## src/sv/ihxc_pkg.sv

```systemverilog
// Shared types, constants and helper functions of the hex record decoder.
package ihxc_pkg;

    localparam int BUFFER_DEPTH_DEF = 16;
    localparam int MAX_RESULTS      = 16;

    localparam logic [7:0] CH_ETX   = 8'h06;
    localparam logic [7:0] CH_COLON = 8'h3A;
    localparam logic [7:0] CH_NL    = 8'h0A;

    localparam logic [7:0] REC_DATA = 8'h00;
    localparam logic [7:0] REC_EOF  = 8'h01;

    localparam logic [1:0] KIND_DATA = 2'd0;
    localparam logic [1:0] KIND_EOF  = 2'd1;
    localparam logic [1:0] KIND_ETX  = 2'd2;

    localparam logic [31:0] CRC_INIT = 32'hFFFF_FFFF;

    // Commands from the controller to the datapath.
    typedef struct packed {
        logic       load_high;
        logic       load_count;
        logic       load_type;
        logic       store_data;
        logic       emit_start;
        logic       crc_lo;
        logic       push_data;
        logic       push_end;
        logic [1:0] end_kind;
    } t_cmd;

    // Status from the datapath to the controller.
    typedef struct packed {
        logic is_etx;
        logic is_colon;
        logic is_nl;
        logic count_zero;
        logic pair_is_eof;
        logic idx_done;
        logic type_is_data;
        logic type_is_eof;
        logic emit_last;
        logic slot_free;
    } t_stat;

    // Lenient hex digit conversion; only the low four bits are kept.
    function automatic logic [3:0] nibble(input logic [7:0] c);
        logic [7:0] v;
        if (c >= 8'h61) begin
            v = c - 8'd87;
        end else if (c >= 8'h41) begin
            v = c - 8'd55;
        end else begin
            v = c - 8'd48;
        end
        return v[3:0];
    endfunction

    function automatic logic [7:0] hex_pair(input logic [7:0] hi, input logic [7:0] lo);
        return {nibble(hi), nibble(lo)};
    endfunction

    // Four-bit slice of the reflected CRC32 table.
    function automatic logic [31:0] crc_tab(input logic [3:0] idx);
        logic [31:0] t;
        unique case (idx)
            4'h0: t = 32'h0000_0000;
            4'h1: t = 32'h1DB7_1064;
            4'h2: t = 32'h3B6E_20C8;
            4'h3: t = 32'h26D9_30AC;
            4'h4: t = 32'h76DC_4190;
            4'h5: t = 32'h6B6B_51F4;
            4'h6: t = 32'h4DB2_6158;
            4'h7: t = 32'h5005_713C;
            4'h8: t = 32'hEDB8_8320;
            4'h9: t = 32'hF00F_9344;
            4'hA: t = 32'hD6D6_A3E8;
            4'hB: t = 32'hCB61_B38C;
            4'hC: t = 32'h9B64_C2B0;
            4'hD: t = 32'h86D3_D2D4;
            4'hE: t = 32'hA00A_E278;
            4'hF: t = 32'hBDBD_F21C;
            default: t = 32'h0000_0000;
        endcase
        return t;
    endfunction

    // Folds one nibble into the running CRC.
    function automatic logic [31:0] crc_step(input logic [31:0] crc, input logic [3:0] nib);
        return {4'h0, crc[31:4]} ^ crc_tab(crc[3:0] ^ nib);
    endfunction

endpackage

```

## src/sv/ihxc_ram.sv

```systemverilog
// Generic single-port-write, single-port-read RAM with registered read data.
module ihxc_ram #(
    parameter int WIDTH = 8,
    parameter int DEPTH = 16,
    localparam int AW   = (DEPTH > 1) ? $clog2(DEPTH) : 1
) (
    input  logic             i_clk,
    input  logic             i_we,
    input  logic [AW-1:0]    i_waddr,
    input  logic [WIDTH-1:0] i_wdata,
    input  logic [AW-1:0]    i_raddr,
    output logic [WIDTH-1:0] o_rdata
);

    logic [WIDTH-1:0] r_mem [DEPTH];
    logic [WIDTH-1:0] r_rdata;

    always_ff @(posedge i_clk) begin
        if (i_we) begin
            r_mem[i_waddr] <= i_wdata;
        end
        r_rdata <= r_mem[i_raddr];
    end

    assign o_rdata = r_rdata;

endmodule

```

## src/sv/ihxc_ctrl.sv

```systemverilog
// Controller: record parser state machine and byte emission sequencer.
module ihxc_ctrl (
    input  logic           i_clk,
    input  logic           i_rst_n,
    input  logic           i_in_acc,
    input  ihxc_pkg::t_stat i_stat,
    output ihxc_pkg::t_cmd  o_cmd,
    output logic           o_idle
);

    localparam logic [2:0] PH_WAIT  = 3'd0;
    localparam logic [2:0] PH_COUNT = 3'd1;
    localparam logic [2:0] PH_ADDR  = 3'd2;
    localparam logic [2:0] PH_TYPE  = 3'd3;
    localparam logic [2:0] PH_DATA  = 3'd4;
    localparam logic [2:0] PH_SKIP  = 3'd5;

    localparam logic [1:0] E_IDLE = 2'd0;
    localparam logic [1:0] E_RD   = 2'd1;
    localparam logic [1:0] E_LO   = 2'd2;
    localparam logic [1:0] E_HI   = 2'd3;

    logic [2:0] r_phase, n_phase;
    logic [1:0] r_dpos, n_dpos;
    logic       r_fin, n_fin;
    logic [1:0] r_est, n_est;

    always_ff @(posedge i_clk) begin
        if (!i_rst_n) begin
            r_phase <= PH_WAIT;
            r_dpos  <= 2'd0;
            r_fin   <= 1'b0;
            r_est   <= E_IDLE;
        end else begin
            r_phase <= n_phase;
            r_dpos  <= n_dpos;
            r_fin   <= n_fin;
            r_est   <= n_est;
        end
    end

    assign o_idle = (r_est == E_IDLE);

    always_comb begin
        n_phase = r_phase;
        n_dpos  = r_dpos;
        n_fin   = r_fin;
        n_est   = r_est;
        o_cmd   = '0;

        if (i_in_acc && !r_fin) begin
            if (i_stat.is_etx) begin
                o_cmd.push_end = 1'b1;
                o_cmd.end_kind = ihxc_pkg::KIND_ETX;
                n_fin = 1'b1;
            end else begin
                unique case (r_phase)
                    PH_COUNT: begin
                        if (r_dpos == 2'd0) begin
                            o_cmd.load_high = 1'b1;
                            n_dpos = 2'd1;
                        end else begin
                            o_cmd.load_count = 1'b1;
                            n_phase = PH_ADDR;
                            n_dpos = 2'd0;
                        end
                    end
                    PH_ADDR: begin
                        if (r_dpos == 2'd3) begin
                            n_phase = PH_TYPE;
                            n_dpos = 2'd0;
                        end else begin
                            n_dpos = r_dpos + 2'd1;
                        end
                    end
                    PH_TYPE: begin
                        if (r_dpos == 2'd0) begin
                            o_cmd.load_high = 1'b1;
                            n_dpos = 2'd1;
                        end else begin
                            o_cmd.load_type = 1'b1;
                            n_dpos = 2'd0;
                            if (!i_stat.count_zero) begin
                                n_phase = PH_DATA;
                            end else begin
                                n_phase = PH_SKIP;
                                if (i_stat.pair_is_eof) begin
                                    o_cmd.push_end = 1'b1;
                                    o_cmd.end_kind = ihxc_pkg::KIND_EOF;
                                    n_fin = 1'b1;
                                end
                            end
                        end
                    end
                    PH_DATA: begin
                        if (r_dpos == 2'd0) begin
                            o_cmd.load_high = 1'b1;
                            n_dpos = 2'd1;
                        end else begin
                            o_cmd.store_data = 1'b1;
                            n_dpos = 2'd0;
                            if (i_stat.idx_done) begin
                                n_phase = PH_SKIP;
                                if (i_stat.type_is_data) begin
                                    o_cmd.emit_start = 1'b1;
                                    n_est = E_RD;
                                end else if (i_stat.type_is_eof) begin
                                    o_cmd.push_end = 1'b1;
                                    o_cmd.end_kind = ihxc_pkg::KIND_EOF;
                                    n_fin = 1'b1;
                                end
                            end
                        end
                    end
                    PH_SKIP: begin
                        if (i_stat.is_nl) begin
                            n_phase = PH_WAIT;
                        end
                    end
                    default: begin
                        if (i_stat.is_colon) begin
                            n_phase = PH_COUNT;
                            n_dpos = 2'd0;
                        end else begin
                            n_phase = PH_WAIT;
                        end
                    end
                endcase
            end
        end

        unique case (r_est)
            E_RD: n_est = E_LO;
            E_LO: begin
                o_cmd.crc_lo = 1'b1;
                n_est = E_HI;
            end
            E_HI: begin
                if (i_stat.slot_free) begin
                    o_cmd.push_data = 1'b1;
                    n_est = i_stat.emit_last ? E_IDLE : E_RD;
                end
            end
            default: ;
        endcase
    end

endmodule

```

## src/sv/ihxc_dp.sv

```systemverilog
// Datapath: record fields, data buffer, CRC and byte count, output register.
module ihxc_dp #(
    parameter int BUFFER_DEPTH = ihxc_pkg::BUFFER_DEPTH_DEF
) (
    input  logic            i_clk,
    input  logic            i_rst_n,
    input  logic [7:0]      i_rx_char,
    input  logic            i_cfg_we,
    input  logic [31:0]     i_cfg_data,
    input  logic            i_out_take,
    input  ihxc_pkg::t_cmd  i_cmd,
    output ihxc_pkg::t_stat o_stat,
    output logic            o_valid,
    output logic [1:0]      o_kind,
    output logic [7:0]      o_data_byte,
    output logic            o_last,
    output logic [31:0]     o_crc_value,
    output logic            o_crc_ok,
    output logic [31:0]     o_byte_total
);

    localparam int AW  = (BUFFER_DEPTH > 1) ? $clog2(BUFFER_DEPTH) : 1;
    localparam int CAP = (BUFFER_DEPTH < ihxc_pkg::MAX_RESULTS) ?
                         BUFFER_DEPTH : ihxc_pkg::MAX_RESULTS;

    logic [31:0]   r_expected;
    logic [7:0]    r_count;
    logic [7:0]    r_type;
    logic [7:0]    r_index;
    logic [7:0]    r_high;
    logic [31:0]   r_crc;
    logic [31:0]   r_total;
    logic [AW-1:0] r_eidx;
    logic [7:0]    r_byte;

    logic          r_out_valid;
    logic [1:0]    r_kind;
    logic [7:0]    r_data;
    logic          r_last;
    logic [31:0]   r_crc_out;
    logic          r_ok;
    logic [31:0]   r_total_out;

    logic [7:0]    w_pair;
    logic [7:0]    w_n;
    logic [7:0]    w_rdata;
    logic [31:0]   w_crc_hi;
    logic          w_we;

    assign w_pair   = ihxc_pkg::hex_pair(r_high, i_rx_char);
    assign w_n      = (r_count > 8'(CAP)) ? 8'(CAP) : r_count;
    assign w_crc_hi = ihxc_pkg::crc_step(r_crc, r_byte[7:4]);
    assign w_we     = i_cmd.store_data && (r_index < 8'(BUFFER_DEPTH));

    ihxc_ram #(
        .WIDTH(8),
        .DEPTH(BUFFER_DEPTH)
    ) u_buf (
        .i_clk  (i_clk),
        .i_we   (w_we),
        .i_waddr(r_index[AW-1:0]),
        .i_wdata(w_pair),
        .i_raddr(r_eidx),
        .o_rdata(w_rdata)
    );

    always_comb begin
        o_stat.is_etx       = (i_rx_char == ihxc_pkg::CH_ETX);
        o_stat.is_colon     = (i_rx_char == ihxc_pkg::CH_COLON);
        o_stat.is_nl        = (i_rx_char == ihxc_pkg::CH_NL);
        o_stat.count_zero   = (r_count == 8'd0);
        o_stat.pair_is_eof  = (w_pair == ihxc_pkg::REC_EOF);
        o_stat.idx_done     = ((r_index + 8'd1) >= r_count);
        o_stat.type_is_data = (r_type == ihxc_pkg::REC_DATA);
        o_stat.type_is_eof  = (r_type == ihxc_pkg::REC_EOF);
        o_stat.emit_last    = ((8'(r_eidx) + 8'd1) == w_n);
        o_stat.slot_free    = !r_out_valid || i_out_take;
    end

    always_ff @(posedge i_clk) begin
        if (!i_rst_n) begin
            r_expected  <= 32'd0;
            r_count     <= 8'd0;
            r_type      <= 8'd0;
            r_index     <= 8'd0;
            r_high      <= 8'd0;
            r_crc       <= ihxc_pkg::CRC_INIT;
            r_total     <= 32'd0;
            r_eidx      <= '0;
            r_out_valid <= 1'b0;
        end else begin
            if (i_cfg_we) begin
                r_expected <= i_cfg_data;
            end
            if (i_cmd.load_high) begin
                r_high <= i_rx_char;
            end
            if (i_cmd.load_count) begin
                r_count <= w_pair;
            end
            if (i_cmd.load_type) begin
                r_type  <= w_pair;
                r_index <= 8'd0;
            end
            if (i_cmd.store_data) begin
                r_index <= r_index + 8'd1;
            end
            if (i_cmd.emit_start) begin
                r_eidx <= '0;
            end
            if (i_cmd.crc_lo) begin
                r_crc <= ihxc_pkg::crc_step(r_crc, w_rdata[3:0]);
            end
            if (i_cmd.push_data) begin
                r_crc   <= w_crc_hi;
                r_total <= r_total + 32'd1;
                r_eidx  <= r_eidx + AW'(1);
            end
            if (i_cmd.push_data || i_cmd.push_end) begin
                r_out_valid <= 1'b1;
            end else if (i_out_take) begin
                r_out_valid <= 1'b0;
            end
        end
    end

    // Payload registers carry no reset.
    always_ff @(posedge i_clk) begin
        if (i_cmd.crc_lo) begin
            r_byte <= w_rdata;
        end
        if (i_cmd.push_data) begin
            r_kind      <= ihxc_pkg::KIND_DATA;
            r_data      <= r_byte;
            r_last      <= o_stat.emit_last;
            r_crc_out   <= ~w_crc_hi;
            r_ok        <= 1'b0;
            r_total_out <= r_total + 32'd1;
        end else if (i_cmd.push_end) begin
            r_kind      <= i_cmd.end_kind;
            r_data      <= 8'd0;
            r_last      <= 1'b1;
            r_crc_out   <= ~r_crc;
            r_ok        <= (~r_crc == r_expected);
            r_total_out <= r_total;
        end
    end

    assign o_valid      = r_out_valid;
    assign o_kind       = r_kind;
    assign o_data_byte  = r_data;
    assign o_last       = r_last;
    assign o_crc_value  = r_crc_out;
    assign o_crc_ok     = r_ok;
    assign o_byte_total = r_total_out;

endmodule

```

## src/sv/intel_hex_record_decoder_crc32_top.sv

```systemverilog
// Top level of the Intel HEX record decoder with running CRC32.
//
// The block takes one received character per input beat and parses Intel HEX
// records: a colon, a two-digit byte count, four ignored address characters,
// a two-digit record type and then the data digits, two per byte. Hex digits
// are converted leniently and never rejected. Characters are buffered until a
// data record completes; then its bytes (at most the buffer depth and never
// more than sixteen) leave as result beats of kind zero, each folded into a
// reflected CRC32 and counted in the byte total, with last set on the final
// byte of the record. An end-of-file record or an ETX character ends the
// transfer with a single result beat carrying the final CRC, the match flag
// against the expected CRC register and the byte total; after that every
// character is taken and dropped until reset. A character that causes no
// result is simply absorbed; a new character is taken whenever the emitter
// is idle and the output register is empty or being emptied. Each byte
// takes a registered buffer read, then enters the CRC four bits a cycle via
// a small constant table, the high nibble once the output has room. The
// expected CRC is written through its own port, which is always ready, and
// should only be changed while the decoder is idle.
module intel_hex_record_decoder_crc32_top #(
    parameter int BUFFER_DEPTH = ihxc_pkg::BUFFER_DEPTH_DEF
) (
    input  logic        i_clk,
    input  logic        i_rst_n,
    // Character input channel.
    input  logic        i_valid,
    output logic        o_ready,
    input  logic [7:0]  i_rx_char,
    // Expected CRC write channel.
    input  logic        i_cfg_valid,
    output logic        o_cfg_ready,
    input  logic [31:0] i_cfg_data,
    // Result channel.
    output logic        o_valid,
    input  logic        i_ready,
    output logic [1:0]  o_kind,
    output logic [7:0]  o_data_byte,
    output logic        o_last,
    output logic [31:0] o_crc_value,
    output logic        o_crc_ok,
    output logic [31:0] o_byte_total
);

    ihxc_pkg::t_cmd  w_cmd;
    ihxc_pkg::t_stat w_stat;
    logic            w_idle;
    logic            w_in_acc;

    // Characters are taken only while no record is being emitted and the
    // output register has room for a possible end result.
    assign o_ready     = w_idle && w_stat.slot_free;
    assign w_in_acc    = i_valid && o_ready;
    assign o_cfg_ready = 1'b1;

    ihxc_ctrl u_ctrl (
        .i_clk   (i_clk),
        .i_rst_n (i_rst_n),
        .i_in_acc(w_in_acc),
        .i_stat  (w_stat),
        .o_cmd   (w_cmd),
        .o_idle  (w_idle)
    );

    ihxc_dp #(
        .BUFFER_DEPTH(BUFFER_DEPTH)
    ) u_dp (
        .i_clk       (i_clk),
        .i_rst_n     (i_rst_n),
        .i_rx_char   (i_rx_char),
        .i_cfg_we    (i_cfg_valid && o_cfg_ready),
        .i_cfg_data  (i_cfg_data),
        .i_out_take  (o_valid && i_ready),
        .i_cmd       (w_cmd),
        .o_stat      (w_stat),
        .o_valid     (o_valid),
        .o_kind      (o_kind),
        .o_data_byte (o_data_byte),
        .o_last      (o_last),
        .o_crc_value (o_crc_value),
        .o_crc_ok    (o_crc_ok),
        .o_byte_total(o_byte_total)
    );

    // A result is only written into the output register when it has room.
    a_push_room: assert property (@(posedge i_clk) disable iff (!i_rst_n)
        (w_cmd.push_data || w_cmd.push_end) |-> w_stat.slot_free)
        else $error("result pushed into a full output register");

    // Data bytes and the end result never compete for the output register.
    a_push_excl: assert property (@(posedge i_clk) disable iff (!i_rst_n)
        !(w_cmd.push_data && w_cmd.push_end))
        else $error("data byte and end result pushed together");

    // Once the end result is taken, nothing else ever comes out.
    a_quiet_after_end: assert property (@(posedge i_clk) disable iff (!i_rst_n)
        (o_valid && i_ready && (o_kind != ihxc_pkg::KIND_DATA)) |=> !o_valid)
        else $error("result produced after the end of the transfer");

    // A pushed data byte shows up as a data result in the next cycle.
    a_data_kind: assert property (@(posedge i_clk) disable iff (!i_rst_n)
        w_cmd.push_data |=> (o_valid && (o_kind == ihxc_pkg::KIND_DATA) && !o_crc_ok))
        else $error("data byte result malformed");

endmodule
```

## config.mk

```make
export PLATFORM = sky130hd
export DESIGN_NAME = intel_hex_record_decoder_crc32_top
export DESIGN_NICKNAME = d
export VERILOG_FILES = /design/src/sv/ihxc_pkg.sv /design/src/sv/ihxc_ram.sv /design/src/sv/ihxc_ctrl.sv /design/src/sv/ihxc_dp.sv /design/src/sv/intel_hex_record_decoder_crc32_top.sv
export SDC_FILE = /design/constraint.sdc
export NUM_CORES = 1
export LEC_CHECK = 0
export BUFFER_PORTS_ARGS = -buffer_cell sky130_fd_sc_hd__buf_2
export CAP_MARGIN = 20
export CORE_UTILIZATION = 55
export DETAILED_ROUTE_END_ITERATION = 6
export HOLD_SLACK_MARGIN = 0.15
export PLACE_DENSITY = 0.74
export SLEW_MARGIN = 25
export SYNTH_ARGS = -nofsm -noshare
export SYNTH_HDL_FRONTEND = slang
export SYNTH_SLANG_ARGS = --single-unit
```

## constraint.sdc

```tcl
create_clock -name i_clk -period 5.2 [get_ports i_clk]
set_input_delay 0.26 -clock i_clk [delete_from_list [all_inputs] [get_ports i_clk]]
set_output_delay 0.26 -clock i_clk [all_outputs]
set_load 0.01 [all_outputs]
```

==> key figures <==
Timing
  • RSZ-0062 raised after global routing: no
  • Measured slew at the worst slew-check pin: a little under 1000 ps
  • Slew Viols, Final: 0
  • Clk_skew: ~15 ps
  • Setup TNS Final: 0 ps
  • Final Hold Fails: 0
  • Min cycle time layout: between 3000 and 4000 ps
  • Fmax: roughly 270 MHz
  • Final period utilization: between 70% and 80%
  • Max-slew headroom: between 30% and 40%
  • Final count of negative-setup-slack endpoints: 0

Critical path
  • Crit Path Class: reg2reg
  • CP Launch Type: flip-flop
  • CP peak stage delay: about 880 ps
  • Kind of cell adding the most delay to the critical path: simple AND/OR/NAND/NOR gates
  • Critical path's slowest cell: or4_4
  • Critical R2R Launch: u_dp.r_index[0]
  • WP data arrival: between 3000 and 4000 ps
  • CP Max Fanout: 75
  • Register-to-register setup slack: approximately 1500 ps
  • Critical path depth: 11
  • WP data required: about 5300 ps
  • CP endpoint kind: flip-flop
  • Worst path cell trace: ha_1 > nand3_1 > nor2_1 > xor2_1 > ha_1 > a211oi_1 > nand3_1 > a21oi_1 > nor4_1 > and2_1 > or4_4
  • Reg2reg path depth: 11
  • WP buf/inv: 0
  • Worst R2R End: u_dp.o_crc_value[20]

Place
  • Number of buffers added on ports: ~120
  • Routability Congestion: 0.863
  • DP HPWL: about 22000 um

Synthesis
  • Post-synth top flop: edfxtp_1
  • Mean cell area of the mapped netlist: roughly 12 um^2
  • Synth Cell Area: roughly 16000 um^2
  • Seq cells post-synth: about 360
  • Ys Warns: 0
  • Number of flops mapped to enable cells by yosys: between 200 and 250
  • Synth cell types: between 60 and 70
  • Fraction of registers with async set/reset: 0%
  • Seq/Total Area, Yosys: between 50% and 60%
  • Post-Syn Instances: between 1000 and 1500
  • Syn Nets: 1362

Global routing
  • GR Overflow Total: 0
  • First-pass GRT wire length: roughly 51000 um
  • Antenna violations before repair: 1
  • Pin count of the biggest net entering global routing: 95
  • Vias in the first global route: ~9400
  • GRT Total Usage: around 22%

Floorplan
  • Die W: 172 um
  • Die Height: 172 um
  • Die area: slightly below 30000 um^2
  • Row Count: 62
  • IO Pins: between 100 and 150
  • Starting density of the core: 55.8%
  • Core area: about 29000 um^2

Route
  • Total number of vias: just over 10000
  • Via density: 5.50
  • DR iter-0 viols: between 700 and 800
  • Remaining DRCs: 0
  • WL final: approximately 33000 um
  • Wirelength per Cell: between 15 and 20 um
  • First-pass iteration count of the detailed router: 5
  • Antenna Nets Post-Route: 0

Run
  • Max Cap Viol: 0

Layout
  • Most common cell after layout, fill and taps aside: edfxtp_1
  • Synth-to-Final Area Change: 15.0%
  • Net count reported at finish: about 1500
  • Inserted Diodes: 0
  • Most frequent cells in the layout: edfxtp_1 (209), dfxtp_1 (151), buf_2 (121), nor2_1 (111), nand2_1 (83)
  • Layout cells sized above 1: 17.7%
  • Finished Core Util: between 60% and 70%
  • Fill count: between 2000 and 2500

Worst hold path
  • Hold path startpoint: i_rx_char[1]
  • Hold-critical path endpoint: u_dp.r_high[1]
  • Hold crit path type: in2reg
  • Min-Delay Path Depth: 4

Clocking
  • CTS buffer count: 37
  • Root Driver: clkbuf_16
  • H-tree depth: 2
  • Deepest clock path buffer count: 3
  • Post_cts resized: 0
  • Clock-pin slew on the worst setup and hold paths: roughly 60 ps
  • Worst-skew pair later-pin latency: about 530 ps
  • CTS tree: built
  • CTS sink count: 361

Power and ir drop
  • P_sw: 1.19 mW
  • Max rail drop VDD: about 0.36 mV
  • Sw Share: between 20% and 30%
  • Int Power: roughly 4.5 mW
  • PD cells: approximately 310 nW/um^2
  • Clock power frac: between 40 and 50%
  • Flop pwr share: approximately 53%
  • Combinational power share: 2.7%
  • Static Leak: ~6.7 nW

Outcome
  • Outcome: finished clean
## tightest hold or removal path, cell delays in order
cell and delay (ps):
buf_2 130, nand2_1 80, o21ai_1 80, and2_1 120
## worst max path at each step
stage	from	to	slack, ps
3_3_place_gp	u_dp.r_index[0]	u_dp.o_valid	1600
6_report	u_dp.r_index[0]	u_dp.o_crc_value[20]	1470
5_1_grt	u_dp.r_index[0]	u_dp.o_valid	1210
3_5_place_dp	u_dp.r_index[0]	u_dp.o_valid	1500
2_1_floorplan	u_dp.r_index[0]	u_dp.o_valid	1910
4_1_cts	u_dp.r_index[0]	u_dp.o_valid	1490
## metrics by stage
step                total power, mW  setup slack, ps  hold slack, ps  std cells  area [um^2]
floorplan                      3.18             1910             386       1294        16000
finish                         5.73             1470             189       1837        18400
global placement               3.23             1600             386       1731        16800
detailed placement             3.23             1500             391       1731        16800
CTS                            5.77             1490             172       1837        18400
global route                   5.89             1210             209       1837        18400
## repair_timing
item	4_1_cts	5_1_grt
buffers inserted	0	0
hold endpoints to repair	38	0
hold buffers	38	0
## synth_stat cells (3+ instances only)
cell type	instances	area, um^2
nor2_1	112	420
o211ai_1	5	37.5
nor4_1	8	50.1
and4_1	3	26.3
nor3b_1	3	22.5
and3_1	5	31.3
dfxtp_1	152	3040
mux2i_1	52	521
nor2b_1	55	344
nand2_1	83	312
o22a_1	3	26.3
xor2_1	69	604
nand3_1	30	150
nand4_1	18	113
inv_1	29	109
o21ai_1	33	165
a31oi_1	4	25.0
o21ai_0	10	50.1
o211a_1	14	140
o2111ai_1	9	78.8
buf_1	13	48.8
a22oi_1	9	67.6
buf_2	10	50.1
xnor2_4	4	110
mux4_2	40	901
nor3_1	20	100
clkbuf_1	54	203
edfxtp_1	209	6280
xnor2_1	68	596
nor4_2	3	37.5
o21a_1	3	22.5
nand2b_1	15	93.8
a21oi_1	35	175
ha_1	23	288
and2_1	47	294
## power groups by stage
stage / clock, mW / sequential (mW) / combinational, mW
2_1_floorplan: 0 / 3.10 / 0.0851
3_3_place_gp: 0 / 3.10 / 0.129
3_5_place_dp: 0 / 3.10 / 0.133
4_1_cts: 2.58 / 3.04 / 0.155
5_1_grt: 2.68 / 3.04 / 0.171
6_report: 2.54 / 3.04 / 0.156
## routing by layer
metal	global-route usage, %	share of wire (%)
met4	7.00	2.3
met3	3.34	4.7
met1	30.6	45
met5	0	0.057
met2	36.9	48
## flip-flops by register name (all words and copies together), names as in the netlist
signal,count
u_dp.u_buf.r_mem,128
u_dp.o_byte_total,32
u_dp.o_crc_value,32
u_dp.r_crc,32
u_dp.r_expected,32
u_dp.r_total,32
u_dp.o_data_byte,8
u_dp.r_byte,8
u_dp.r_count,8
u_dp.r_high,8
u_dp.r_index,8
u_dp.r_type,8
u_dp.u_buf.o_rdata,8
u_dp.r_eidx,4
u_ctrl.r_phase,3
u_ctrl.r_dpos,2
u_ctrl.r_est,2
u_dp.o_kind,2
u_ctrl.r_fin,1
u_dp.o_crc_ok,1
u_dp.o_last,1
u_dp.o_valid,1
## kinds of logic after synthesis
family | count (synthesis) | share of synthesized area (%)
DFF | 361 | 58.4
and+or+nand+nor | 416 | 13.4
muxes | 92 | 8.90
AOI/OAI and AO/OA | 145 | 6.07
buffers and inverters | 111 | 2.78
other | 1 | 0.0235
adders and majority gates | 23 | 1.80
xor gates and xnor gates | 145 | 8.61
## cell type report
type	count	area, um^2	area share, %
flip-flops and latches	361	9320	50.8
clock buffers	48	977	5.32
well taps	384	480	2.62
inverters	31	116	0.634
multi-input cells	822	6210	33.8
repair buffers	171	1080	5.86
clock inverters	20	181	0.988
No activity file was read; power rests on OpenSTA's default activity.
